--- src/rtl/core/dqne_pkg.sv ---
// ----------------------------------------------------------------------------
// dqne_pkg
// Types and constants shared by the DNS question-name extractor modules.
// ----------------------------------------------------------------------------
package dqne_pkg;

	localparam int unsigned HEADER_BYTES = 12;
	localparam logic [7:0]  PTR_MASK     = 8'hC0;
	localparam logic [7:0]  OFFSET_MASK  = 8'h3F;
	localparam logic [7:0]  MAX_LABEL    = 8'd63;
	localparam logic [7:0]  DOT_CHAR     = 8'h2E;
	localparam int unsigned MAX_RESULTS  = 16;

	localparam logic [1:0] ST_OK    = 2'd0;
	localparam logic [1:0] ST_SHORT = 2'd1;
	localparam logic [1:0] ST_BAD   = 2'd2;
	localparam logic [1:0] ST_EMPTY = 2'd3;

	typedef struct packed {
		logic [7:0] data_byte;
		logic       end_of_message;
	} msg_t;

	typedef struct packed {
		logic [63:0] name_chunk;
		logic [3:0]  chunk_bytes;
		logic [6:0]  name_length;
		logic [1:0]  status;
		logic        last_chunk;
	} name_t;

	// controller -> datapath
	typedef struct packed {
		logic load_wr;     // store accepted byte
		logic walk_init;   // clear walk counters, point at question
		logic step_inc;    // count one walk step
		logic rd_cur;      // read packet byte at read pointer
		logic rd_next;     // read packet byte after read pointer
		logic rp_inc;      // advance past length byte
		logic label_go;    // start label copy (dot if name not empty)
		logic take_ptr;    // jump to compression target
		logic copy_rd;     // read next label byte
		logic copy_wr;     // write label byte to name store
		logic fin_done;    // status ok or empty
		logic fin_short;   // status short packet
		logic fin_bad;     // status bad label
		logic emit_rd;     // read name row for current chunk
		logic out_load;    // load output register
		logic chunk_inc;   // next chunk
		logic msg_clear;   // message done, clear length
	} cmd_t;

	// datapath -> controller
	typedef struct packed {
		logic eom;
		logic short_msg;
		logic loop_done;
		logic rp_end;
		logic is_ptr;
		logic ptr_next_end;
		logic ptr_bad;
		logic b_zero;
		logic label_bad;
		logic copy_more;
		logic out_done;
		logic out_last;
	} sts_t;

endpackage

--- src/rtl/core/dqne_ctrl.sv ---
// ----------------------------------------------------------------------------
// dqne_ctrl
// Sequencer: message load, name walk, chunk emission.
// ----------------------------------------------------------------------------
module dqne_ctrl (
	input  logic           clk,
	input  logic           arst_n,
	input  logic           msg_valid,
	output logic           msg_stall,
	input  dqne_pkg::sts_t sts,
	output dqne_pkg::cmd_t cmd
);

	typedef enum logic [9:0] {
		S_LOAD   = 10'b0000000001,
		S_WSTART = 10'b0000000010,
		S_STEP   = 10'b0000000100,
		S_HEAD   = 10'b0000001000,
		S_PTR    = 10'b0000010000,
		S_CPRD   = 10'b0000100000,
		S_CPWR   = 10'b0001000000,
		S_EMRD   = 10'b0010000000,
		S_EMLD   = 10'b0100000000,
		S_EMWAIT = 10'b1000000000
	} state_t;

	state_t state_q, state_d;

	assign msg_stall = (state_q != S_LOAD);

	always_comb begin
		state_d = state_q;
		cmd     = '0;
		case (state_q)
			S_LOAD: begin
				if (msg_valid) begin
					cmd.load_wr = 1'b1;
					if (sts.eom) begin
						state_d = S_WSTART;
					end
				end
			end
			S_WSTART: begin
				cmd.walk_init = 1'b1;
				if (sts.short_msg) begin
					cmd.fin_short = 1'b1;
					state_d       = S_EMRD;
				end else begin
					state_d = S_STEP;
				end
			end
			S_STEP: begin
				if (sts.loop_done) begin
					cmd.fin_done = 1'b1;
					state_d      = S_EMRD;
				end else begin
					cmd.step_inc = 1'b1;
					if (sts.rp_end) begin
						cmd.fin_done = 1'b1;
						state_d      = S_EMRD;
					end else begin
						cmd.rd_cur = 1'b1;
						state_d    = S_HEAD;
					end
				end
			end
			S_HEAD: begin
				if (sts.is_ptr) begin
					if (sts.ptr_next_end) begin
						cmd.fin_done = 1'b1;
						state_d      = S_EMRD;
					end else begin
						cmd.rd_next = 1'b1;
						state_d     = S_PTR;
					end
				end else begin
					cmd.rp_inc = 1'b1;
					if (sts.b_zero) begin
						cmd.fin_done = 1'b1;
						state_d      = S_EMRD;
					end else if (sts.label_bad) begin
						cmd.fin_bad = 1'b1;
						state_d     = S_EMRD;
					end else begin
						cmd.label_go = 1'b1;
						state_d      = S_CPRD;
					end
				end
			end
			S_PTR: begin
				if (sts.ptr_bad) begin
					cmd.fin_done = 1'b1;
					state_d      = S_EMRD;
				end else begin
					cmd.take_ptr = 1'b1;
					state_d      = S_STEP;
				end
			end
			S_CPRD: begin
				if (sts.copy_more) begin
					cmd.copy_rd = 1'b1;
					state_d     = S_CPWR;
				end else begin
					state_d = S_STEP;
				end
			end
			S_CPWR: begin
				cmd.copy_wr = 1'b1;
				state_d     = S_CPRD;
			end
			S_EMRD: begin
				cmd.emit_rd = 1'b1;
				state_d     = S_EMLD;
			end
			S_EMLD: begin
				cmd.out_load = 1'b1;
				state_d      = S_EMWAIT;
			end
			S_EMWAIT: begin
				if (sts.out_done) begin
					if (sts.out_last) begin
						cmd.msg_clear = 1'b1;
						state_d       = S_LOAD;
					end else begin
						cmd.chunk_inc = 1'b1;
						state_d       = S_EMRD;
					end
				end
			end
			default: begin
				state_d = S_LOAD;
			end
		endcase
	end

	always_ff @(posedge clk or negedge arst_n) begin
		if (!arst_n) begin
			state_q <= S_LOAD;
		end else begin
			state_q <= state_d;
		end
	end

endmodule

--- config.mk ---
export PLATFORM = sky130hd
export DESIGN_NAME = dqne_ctrl
export DESIGN_NICKNAME = d
export VERILOG_FILES = /design/src/rtl/core/dqne_pkg.sv /design/src/rtl/core/dqne_ctrl.sv
export SDC_FILE = /design/constraint.sdc
export NUM_CORES = 1
export LEC_CHECK = 0
export ABC_AREA = 1
export BUFFER_PORTS_ARGS = -buffer_cell sky130_fd_sc_hd__clkbuf_2
export CORE_MARGIN = 4
export CORE_UTILIZATION = 51
export CTS_CLUSTER_SIZE = 20
export DETAILED_ROUTE_END_ITERATION = 8
export PLACE_DENSITY = 0.83
export SLEW_MARGIN = 40
export SYNTH_ARGS = -nofsm -noshare
export SYNTH_HDL_FRONTEND = slang
export SYNTH_SLANG_ARGS = --single-unit
--- constraint.sdc ---
create_clock -name clk -period 3.4 [get_ports clk]
set_clock_uncertainty 0.2 [all_clocks]
set_input_delay 0.34 -clock clk [delete_from_list [all_inputs] [get_ports clk]]
set_output_delay 0.34 -clock clk [all_outputs]
set_load 0.1 [all_outputs]
==> results of run 1 <==
metal layers:
metal  vias to the layer above  global-route usage [%]  wire (um)
met5                         -                       0          0
met4                         0                    12.4         77
met3                         9                    4.60        139
met2                        38                    33.3       1060
met1                       413                    20.2        835
li1                        474                       -          -
power by group through the flow:
stage / combinational, uW / clock, uW / sequential [uW]
after floorplan: 271 / 0 / 147
after global placement: 321 / 0 / 150
after detailed placement: 328 / 0 / 151
after CTS: 330 / 91.5 / 148
after global routing: 359 / 96.6 / 150
final: 331 / 89.5 / 149
repair_timing:
item	4_1_cts	5_1_grt
hold buffers	1	0
endpoints found under the hold margin	10	0
gates resized for setup	0	0
logic make-up after synthesis:
family / count (synthesis) / synth area share, %
flops: 10 / 30.3
buf+inv: 27 / 12.2
simple gates: 87 / 51.3
compound gates: 8 / 6.18
through the flow:
step / utilization, % / setup WS (ns) / cell area, um^2 / hold WS (ns)
after floorplan: - / 0.0209 / 840 / -0.156
after global placement: 66.9 / 1.24 / 1020 / 0.0200
after detailed placement: 66.9 / 1.18 / 1020 / 0.0214
after CTS: 69.3 / 0.870 / 1060 / 0.0534
after global routing: 69.3 / 0.721 / 1060 / 0.0762
final: 69.3 / 0.875 / 1060 / 0.0613
area by class of cell:
class | count | area (um^2) | share of cell area, %
multi-input cells | 95 | 487 | 46.1
flip-flops and latches | 10 | 251 | 23.8
repair buffers | 33 | 170 | 16.1
inverters | 27 | 101 | 9.60
clock buffers | 4 | 26.3 | 2.49
well taps | 16 | 20.0 | 1.90
worst max path at each step:
stage | startpoint | endpoint | slack (ns) | depth (start not counted)
3_5_place_dp | state_q[6] | cmd[4] | 1.18 | 8
4_1_cts | state_q[8] | cmd[6] | 0.87 | 8
5_1_grt | state_q[8] | cmd[10] | 0.72 | 8
3_3_place_gp | state_q[8] | cmd[6] | 1.24 | 8
2_1_floorplan | state_q[0] | cmd[16] | 0.02 | 4
6_report | state_q[8] | cmd[6] | 0.88 | 8
worst max-delay path: cells and delay by family, from the launching register on:
family | cells | cell delay [ns]
AND/OR/NAND/NOR | 3 | 0.44
flip-flops | 1 | 0.39
AO/OA/AOI/OAI | 3 | 0.32
buffers and inverters | 2 | 0.55
cell usage in the layout (no fill, tap or decap), drive strengths merged:
cell type	netlist	routed
nand2	36	36
nor2	37	37
dfrtp	9	9
dfstp	1	1
nand4	3	3
nor3b	2	2
o221ai	1	1
o21ai	4	4
nor3	3	3
nand3b	1	1
dlygate4sd3	0	1
clkbuf	0	36
or2	1	1
nand3	4	4
inv	27	27
a21oi	3	3
==> results.sh, run 1 <==
export IMPL_die_w_um=48.3
export IMPL_hold_end="state_q[3]"
export IMPL_hold_depth=2
export IMPL_regMostFlops="state_q"
export IMPL_diodes=0
export IMPL_cp_slowest_stage_delay_ns=0.46
export IMPL_end_kind="output port"
export IMPL_critPathRequiredTime_ns=2.86
export IMPL_grt_max_degree=11
export IMPL_synthArstFlopShare_pct=100
export IMPL_firstDrtPassIters=4
export IMPL_p_comb_share_pct=58.1
export IMPL_cts_buffers=3
export IMPL_tns_ns=0
export IMPL_antenna_left=0
export IMPL_synthCells=132
export IMPL_setup_worst_path_class="flop to output port"
export IMPL_ir_worst_vdd_v=0.000366
export IMPL_cp_max_fo=5
export IMPL_syn_avg_cell_area_um2=6.28
export IMPL_switchingPower_uw=311
export IMPL_drt_iter0_markers=16
export IMPL_antenna_found_initial=0
export IMPL_ys_top_cells_by_area="dfrtp_1, nand2_1, nor2_1"
export IMPL_drive_above_1_share_pct=33.1
export IMPL_holdCritPathClass="primary input to flop"
export IMPL_viasPerCell=5.05
export IMPL_rrSetupSlack_ns=1.73
export IMPL_pwr_share_clk_pct=15.7
export IMPL_dp_cells=180
export IMPL_cts_buffer_depth=2
export IMPL_grtUsageTotal_pct=19.2
export IMPL_final_nets=185
export IMPL_critical_path_cell_chain="inv_1 -> nand2_1 -> nor2_1 -> nand2_1 -> o21ai_2 -> a21oi_1 -> o21ai_1 -> clkbuf_2"
export IMPL_cts_sinks=10
export IMPL_clk_latency_ns=0.28
export IMPL_slew_violations=0
export IMPL_grt_pass1_vias=908
export IMPL_arrival_ns=1.98
export IMPL_fillers=131
export IMPL_rsz0062_at_grt="no"
export IMPL_maxSlewHeadroom_pct=63.6
export IMPL_p_sw_share_pct=54.7
export IMPL_layout_worst_path_cycle_share_pct=74.3
export IMPL_coreArea_um2=1520
export IMPL_place_congestion=0.919
export IMPL_pin_count=33
export IMPL_r2r_cells=7
export IMPL_synth_most_common_cell="nand2_1"
export IMPL_vias=934
export IMPL_wl_per_cell_um=11.4
export IMPL_max_clock_freq_mhz=396
export IMPL_cp_common_cell="nand2_1"
export IMPL_root_buffer="clkbuf_4"
export IMPL_syn_to_final_growth_pct=27.3
export IMPL_fin_total_pwr_uw=569
export IMPL_slowest_stage="clkbuf_2"
export IMPL_cts_setup_buffers=0
export IMPL_hpwlAfterDp_um=1780
export IMPL_largest_reg_flops=10
export IMPL_stdcell_count=185
export IMPL_critPathLaunchType="flop"
export IMPL_start_util_pct=54.4
export IMPL_drt_wl_total_um=2110
export IMPL_synth_edff_count=0
export IMPL_period_minus_slack_ns=2.52
export IMPL_powerDensity_nw_per_um2=539
export IMPL_hold_viol_final=0
export IMPL_seq_area_frac_synth_pct=30.3
export IMPL_ys_warn_count=0
export IMPL_synth_cell_area_um2=830
export IMPL_synth_fp_nets=147
export IMPL_grt_pass1_wl_um=3590
export IMPL_cts_htree_levels=1
export IMPL_dieArea_um2=2340
export IMPL_setup_violations=0
export IMPL_r2r_end="state_q[0]"
export IMPL_portBuffers=32
export IMPL_clk_pin_slew_ns=0.07
export IMPL_grt_overflow_total=0
export IMPL_synthFlopType="dfrtp_1"
export IMPL_synth_seq_cells=10
export IMPL_yosysTopAreaCellShare_pct=27.1
export IMPL_die_h_um=48.3
export IMPL_internal_power_uw=258
export IMPL_leakage_uw=0.000659
export IMPL_cts_tree="yes"
export IMPL_hold_start="sts[8]"
export IMPL_rows=14
export IMPL_seqPwrFrac_pct=26.1
export IMPL_maxCapViolCount=0
export IMPL_reg_largest_list="state_q (10)"
export IMPL_tightestPinTransition_ns=0.548
export IMPL_synth_distinct_cells=24
export IMPL_drc=0
export IMPL_netlist_top_cells_count="nand2_1, nor2_1, inv_1"
export IMPL_crit_reg2reg_launch="state_q[0]"
export IMPL_yosys_area_top_type="dfrtp_1"
export IMPL_status="completed"
(Power assumes the default switching activity.)
==> run 2, diff against run 1 <==
- CORE_UTILIZATION: 51 -> 42
- PLACE_DENSITY: 0.83 -> 0.74
- clock period: 3.4 -> 2.3 ns (I/O delays scaled with it)
==> results.sh, run 2 (same netlist as run 1, synthesis figures left out) <==
export IMPL_final_nets=189
export IMPL_slew_violations=0
export IMPL_cts_buffer_depth=2
export IMPL_internal_power_uw=430
export IMPL_arrival_ns=1.79
export IMPL_pin_count=33
export IMPL_dieArea_um2=2750
export IMPL_seqPwrFrac_pct=24.4
export IMPL_preCtsSetupSlack_ns=0.343
export IMPL_hold_slack_ns=0.00214
export IMPL_crit_buf_inv=1
export IMPL_cts_buffers=3
export IMPL_die_w_um=52.4
export IMPL_end_kind="output port"
export IMPL_tns_ns=0
export IMPL_cp_slowest_stage_delay_ns=0.43
export IMPL_maxCapViolCount=0
export IMPL_clk_pin_slew_ns=0.07
export IMPL_cts_tree="yes"
export IMPL_rsz0062_at_grt="no"
export IMPL_antenna_found_initial=0
export IMPL_final_cell_mix="nand2_1, inv_1, nor2_1"
export IMPL_root_buffer="clkbuf_4"
export IMPL_diodes=0
export IMPL_crit_family="simple AND/OR/NAND/NOR gates"
export IMPL_tightestPinTransition_ns=0.548
export IMPL_p_sw_share_pct=52.8
export IMPL_syn_to_final_growth_pct=50.1
export IMPL_cp_max_fo=4
export IMPL_drc=0
export IMPL_cts_sinks=10
export IMPL_setup_worst_path_class="flop to output port"
export IMPL_rows=15
export IMPL_holdCritPathClass="primary input to flop"
export IMPL_fin_total_pwr_uw=910
export IMPL_layout_commonest_cell="nand2_1"
export IMPL_status="completed"
export IMPL_critPathRequiredTime_ns=1.87
export IMPL_stdcell_count=198
export IMPL_leakage_uw=0.000713
export IMPL_period_minus_slack_ns=2.22
export IMPL_grt_max_degree=11
export IMPL_reg_largest_list="state_q (10)"
export IMPL_cp_common_cell="nor2_2"
export IMPL_vias=946
export IMPL_critical_path_cell_chain="nor2_2 -> nand2_1 -> nor2_2 -> nand2_2 -> nor2_4 -> buf_2"
export IMPL_cts_setup_buffers=0
export IMPL_hold_viol_final=0
export IMPL_grt_pass1_wl_um=3920
export IMPL_antenna_left=0
export IMPL_clk_latency_ns=0.27
export IMPL_max_clock_freq_mhz=451
export IMPL_ir_worst_vdd_v=0.000607
export IMPL_drt_iter0_markers=10
export IMPL_place_congestion=0.909
export IMPL_maxSlewHeadroom_pct=63.6
export IMPL_grt_pass1_vias=954
export IMPL_drt_wl_total_um=2270
export IMPL_dp_cells=189
export IMPL_setup_violations=0
export IMPL_hpwlAfterDp_um=1910
export IMPL_p_comb_share_pct=57.6
export IMPL_wl_per_cell_um=11.4
export IMPL_firstDrtPassIters=4
export IMPL_viasPerCell=4.78
export IMPL_coreArea_um2=1800
export IMPL_postLayoutSetupSlackWorst_ns=0.0843
export IMPL_cts_htree_levels=1
export IMPL_start_util_pct=46.0
export IMPL_drive_above_1_share_pct=41.0
export IMPL_switchingPower_uw=480
export IMPL_portBuffers=32
export IMPL_layout_worst_path_cycle_share_pct=96.3
export IMPL_slowest_stage="dfrtp_1"
export IMPL_regMostFlops="state_q"
export IMPL_grtUsageTotal_pct=19.3
export IMPL_pwr_share_clk_pct=18.1
export IMPL_grt_overflow_total=0
export IMPL_die_h_um=52.4
export IMPL_largest_reg_flops=10
export IMPL_critPathLaunchType="flop"
export IMPL_powerDensity_nw_per_um2=731
-- run 2: cell types whose count changed in the layout (fill, tap and decap cells not counted), moves of 4 or more --
cell,delta
dlygate4sd3_1,+4
nor2_2,+7
buf_4,+7
clkbuf_2,-14
nor2_1,-10
-- run 2: layout make-up --
cell class / count / area, um^2
multi-input combinational: 95 / 549
inverter: 27 / 101
tap: 25 / 31.3
fill: 160 / 557
clock buffer: 4 / 36.3
sequential: 10 / 251
timing repair buffer: 37 / 275
-- run 2: worst reg2reg max path: stages, from the launching register on --
cell and delay, ns:
dfstp_2 0.57, inv_1 0.06, nor2_1 0.18, nand4_2 0.14
or2_1 0.25, nand2_1 0.07, nor2_1 0.04, nand2_1 0.06
nand2_1 0.04
-- run 2: routing by layer --
| layer | part of all wire [%] | GRT usage [%] |
|---|---|---|
| met5 | 0 | 0 |
| met4 | 1.5 | 7.66 |
| met1 | 42 | 22.7 |
| met3 | 5.6 | 4.56 |
| met2 | 51 | 33.3 |
-- run 2: path summary, 6_finish.rpt --
kind | start | end | slack [ns] | cells past startpoint
max in group asynchronous | arst_n | state_q[0] | 1.47 | 2
min in group asynchronous | arst_n | state_q[2] | 0.16 | 2
worst max register to register | state_q[0] | state_q[0] | 0.62 | 8
worst min-delay path | msg_valid | state_q[1] | 0.002 | 3
worst min register to register | state_q[0] | state_q[0] | 0.30 | 2
worst max-delay path | state_q[9] | cmd[16] | 0.08 | 6
-- run 2: power groups by stage --
stage               Sequential [uW]  Clock, uW  Combinational (uW)
finish                          222        164                 524
global route                    223        177                 571
CTS                             221        166                 519
detailed placement              224          0                 509
global placement                222          0                 500
floorplan                       218          0                 419
-- run 2: through the flow --
stage	utilization (%)	cell area (um^2)
final	69.1	1240
after global routing	69.1	1240
after CTS	68.7	1240
after detailed placement	63.9	1150
after global placement	63.9	1150
after floorplan	-	897
-- run 2: what timing repair did --
item,in CTS,in global routing
resized for setup,0,7
hold buffers,5,0
setup endpoints to repair,0,6
endpoints found under the hold margin,14,0
==> run 3, diff against run 2 <==
- CORE_UTILIZATION: 42 -> 39
- PLACE_DENSITY: 0.74 -> 0.69
==> results.sh, run 3 (same netlist as run 1, synthesis figures left out) <==
export IMPL_status="completed"
export IMPL_r2r_cells=7
export IMPL_holdCritPathClass="primary input to flop"
export IMPL_dp_cells=191
export IMPL_route_met2_wl_um=1350
export IMPL_hold_viol_final=0
export IMPL_fin_total_pwr_uw=896
export IMPL_period_minus_slack_ns=2.22
export IMPL_viasPerCell=4.73
export IMPL_regMostFlops="state_q"
export IMPL_fillers=186
export IMPL_cts_htree_levels=1
export IMPL_die_h_um=54.1
export IMPL_hold_slack_ns=0.0230
export IMPL_arrival_ns=1.79
export IMPL_hpwlAfterDp_um=1970
export IMPL_maxCapViolCount=0
export IMPL_end_kind="output port"
export IMPL_coreArea_um2=1980
export IMPL_clk_pin_slew_ns=0.08
export IMPL_pin_count=33
export IMPL_drt_met1_wl_um=965
export IMPL_tns_ns=0
export IMPL_max_clock_freq_mhz=451
export IMPL_grt_pass1_vias=913
export IMPL_cts_tree="yes"
export IMPL_wl_per_cell_um=12.3
export IMPL_cp_max_fo=6
export IMPL_powerDensity_nw_per_um2=717
export IMPL_vias=945
export IMPL_start_util_pct=41.9
export IMPL_rsz0062_at_grt="yes"
export IMPL_antenna_found_initial=0
export IMPL_rows=16
export IMPL_grt_pass1_wl_um=4040
export IMPL_r2r_end="state_q[1]"
export IMPL_root_buffer="clkbuf_4"
export IMPL_grtUsageTotal_pct=19.3
export IMPL_crit_reg2reg_launch="state_q[2]"
export IMPL_final_nets=189
export IMPL_syn_to_final_growth_pct=50.5
export IMPL_cts_sinks=10
export IMPL_critPathRequiredTime_ns=1.87
export IMPL_cts_buffers=3
export IMPL_layout_commonest_cell="nand2_1"
export IMPL_firstDrtPassIters=4
export IMPL_rrSetupSlack_ns=0.27
export IMPL_final_cell_mix="nand2_1, inv_1, nor2_1"
export IMPL_antenna_left=0
export IMPL_ir_worst_vdd_v=0.000364
export IMPL_stdcell_count=200
export IMPL_layout_worst_path_cycle_share_pct=96.4
export IMPL_drc=0
export IMPL_wl_met3_um=103
export IMPL_top_layer_used="met4"
export IMPL_largest_reg_flops=10
export IMPL_die_w_um=54.1
export IMPL_drive_above_1_share_pct=41.0
export IMPL_endpoint="cmd[6]"
export IMPL_setup_violations=0
export IMPL_reg_largest_list="state_q (10)"
export IMPL_drt_wl_total_um=2460
export IMPL_setup_worst_path_class="flop to output port"
export IMPL_leakage_uw=0.000705
export IMPL_clk_latency_ns=0.27
export IMPL_cp_startpoint="state_q[6]"
export IMPL_place_congestion=0.812
export IMPL_critPathLaunchType="flop"
export IMPL_tightestPinTransition_ns=0.547
export IMPL_maxSlewHeadroom_pct=63.7
export IMPL_drt_iter0_markers=19
export IMPL_slew_violations=0
export IMPL_cts_buffer_depth=2
export IMPL_portBuffers=32
export IMPL_grt_max_degree=11
export IMPL_cts_setup_buffers=0
export IMPL_diodes=0
export IMPL_dieArea_um2=2930
export IMPL_grt_overflow_total=0
## run 3: cell type report
cell class | count | area, um^2 | area share (%)
Inverter | 27 | 101 | 8.12
Timing Repair Buffer | 37 | 284 | 22.7
Clock buffer | 4 | 26.3 | 2.10
Multi-Input combinational cell | 95 | 552 | 44.2
Sequential cell | 10 | 251 | 20.1
Tap cell | 27 | 33.8 | 2.71
## run 3: critical path, cell delays in order (launching register included)
cell and delay (ns):
dfrtp_1 0.43, nor2_4 0.15, nand2_4 0.09, nor2_2 0.11, nand2_2 0.14, nor2_4 0.18
a21oi_1 0.11, o21ai_2 0.09, buf_12 0.20
## run 3: timing repair
action / in CTS / in global routing
endpoints found under the setup margin: 1 / 7
hold buffers: 5 / 0
gates resized for setup: 1 / 10
endpoints found under the hold margin: 13 / 0
gates cloned: 0 / 0
## run 3: per-stage QoR
| step | worst slack, ns | util, % | cell area [um^2] |
|---|---|---|---|
| after global routing | -0.0230 | 63.0 | 1250 |
| after detailed placement | 0.309 | 58.2 | 1150 |
| final | 0.0819 | 63.0 | 1250 |
| after CTS | 0.0686 | 62.2 | 1230 |
| after floorplan | -0.175 | - | 897 |
| after global placement | 0.325 | 58.2 | 1150 |
## run 3: worst min-delay path by stage
stage	startpoint	end	slack, ns	depth (start not counted)
final	sts[9]	state_q[3]	0.02	2
after global routing	sts[9]	state_q[3]	0.02	2
after CTS	sts[9]	state_q[3]	0.01	2
after detailed placement	arst_n	state_q[1]	-0.09	1
after global placement	arst_n	state_q[1]	-0.09	1
after floorplan	arst_n	state_q[1]	-0.27	0
## run 3: power breakdown
| part | internal [uW] | switching, uW |
|---|---|---|
| Sequential | 201 | 21.7 |
| Clock | 67.1 | 65.6 |
| Combinational | 140 | 400 |
## run 3: layer usage
| layer | track usage, % | vias up |
|---|---|---|
| li1 | - | 479 |
| met4 | 9.13 | 0 |
| met3 | 3.05 | 4 |
| met1 | 20.7 | 431 |
| met5 | 0 | - |
| met2 | 36.1 | 31 |
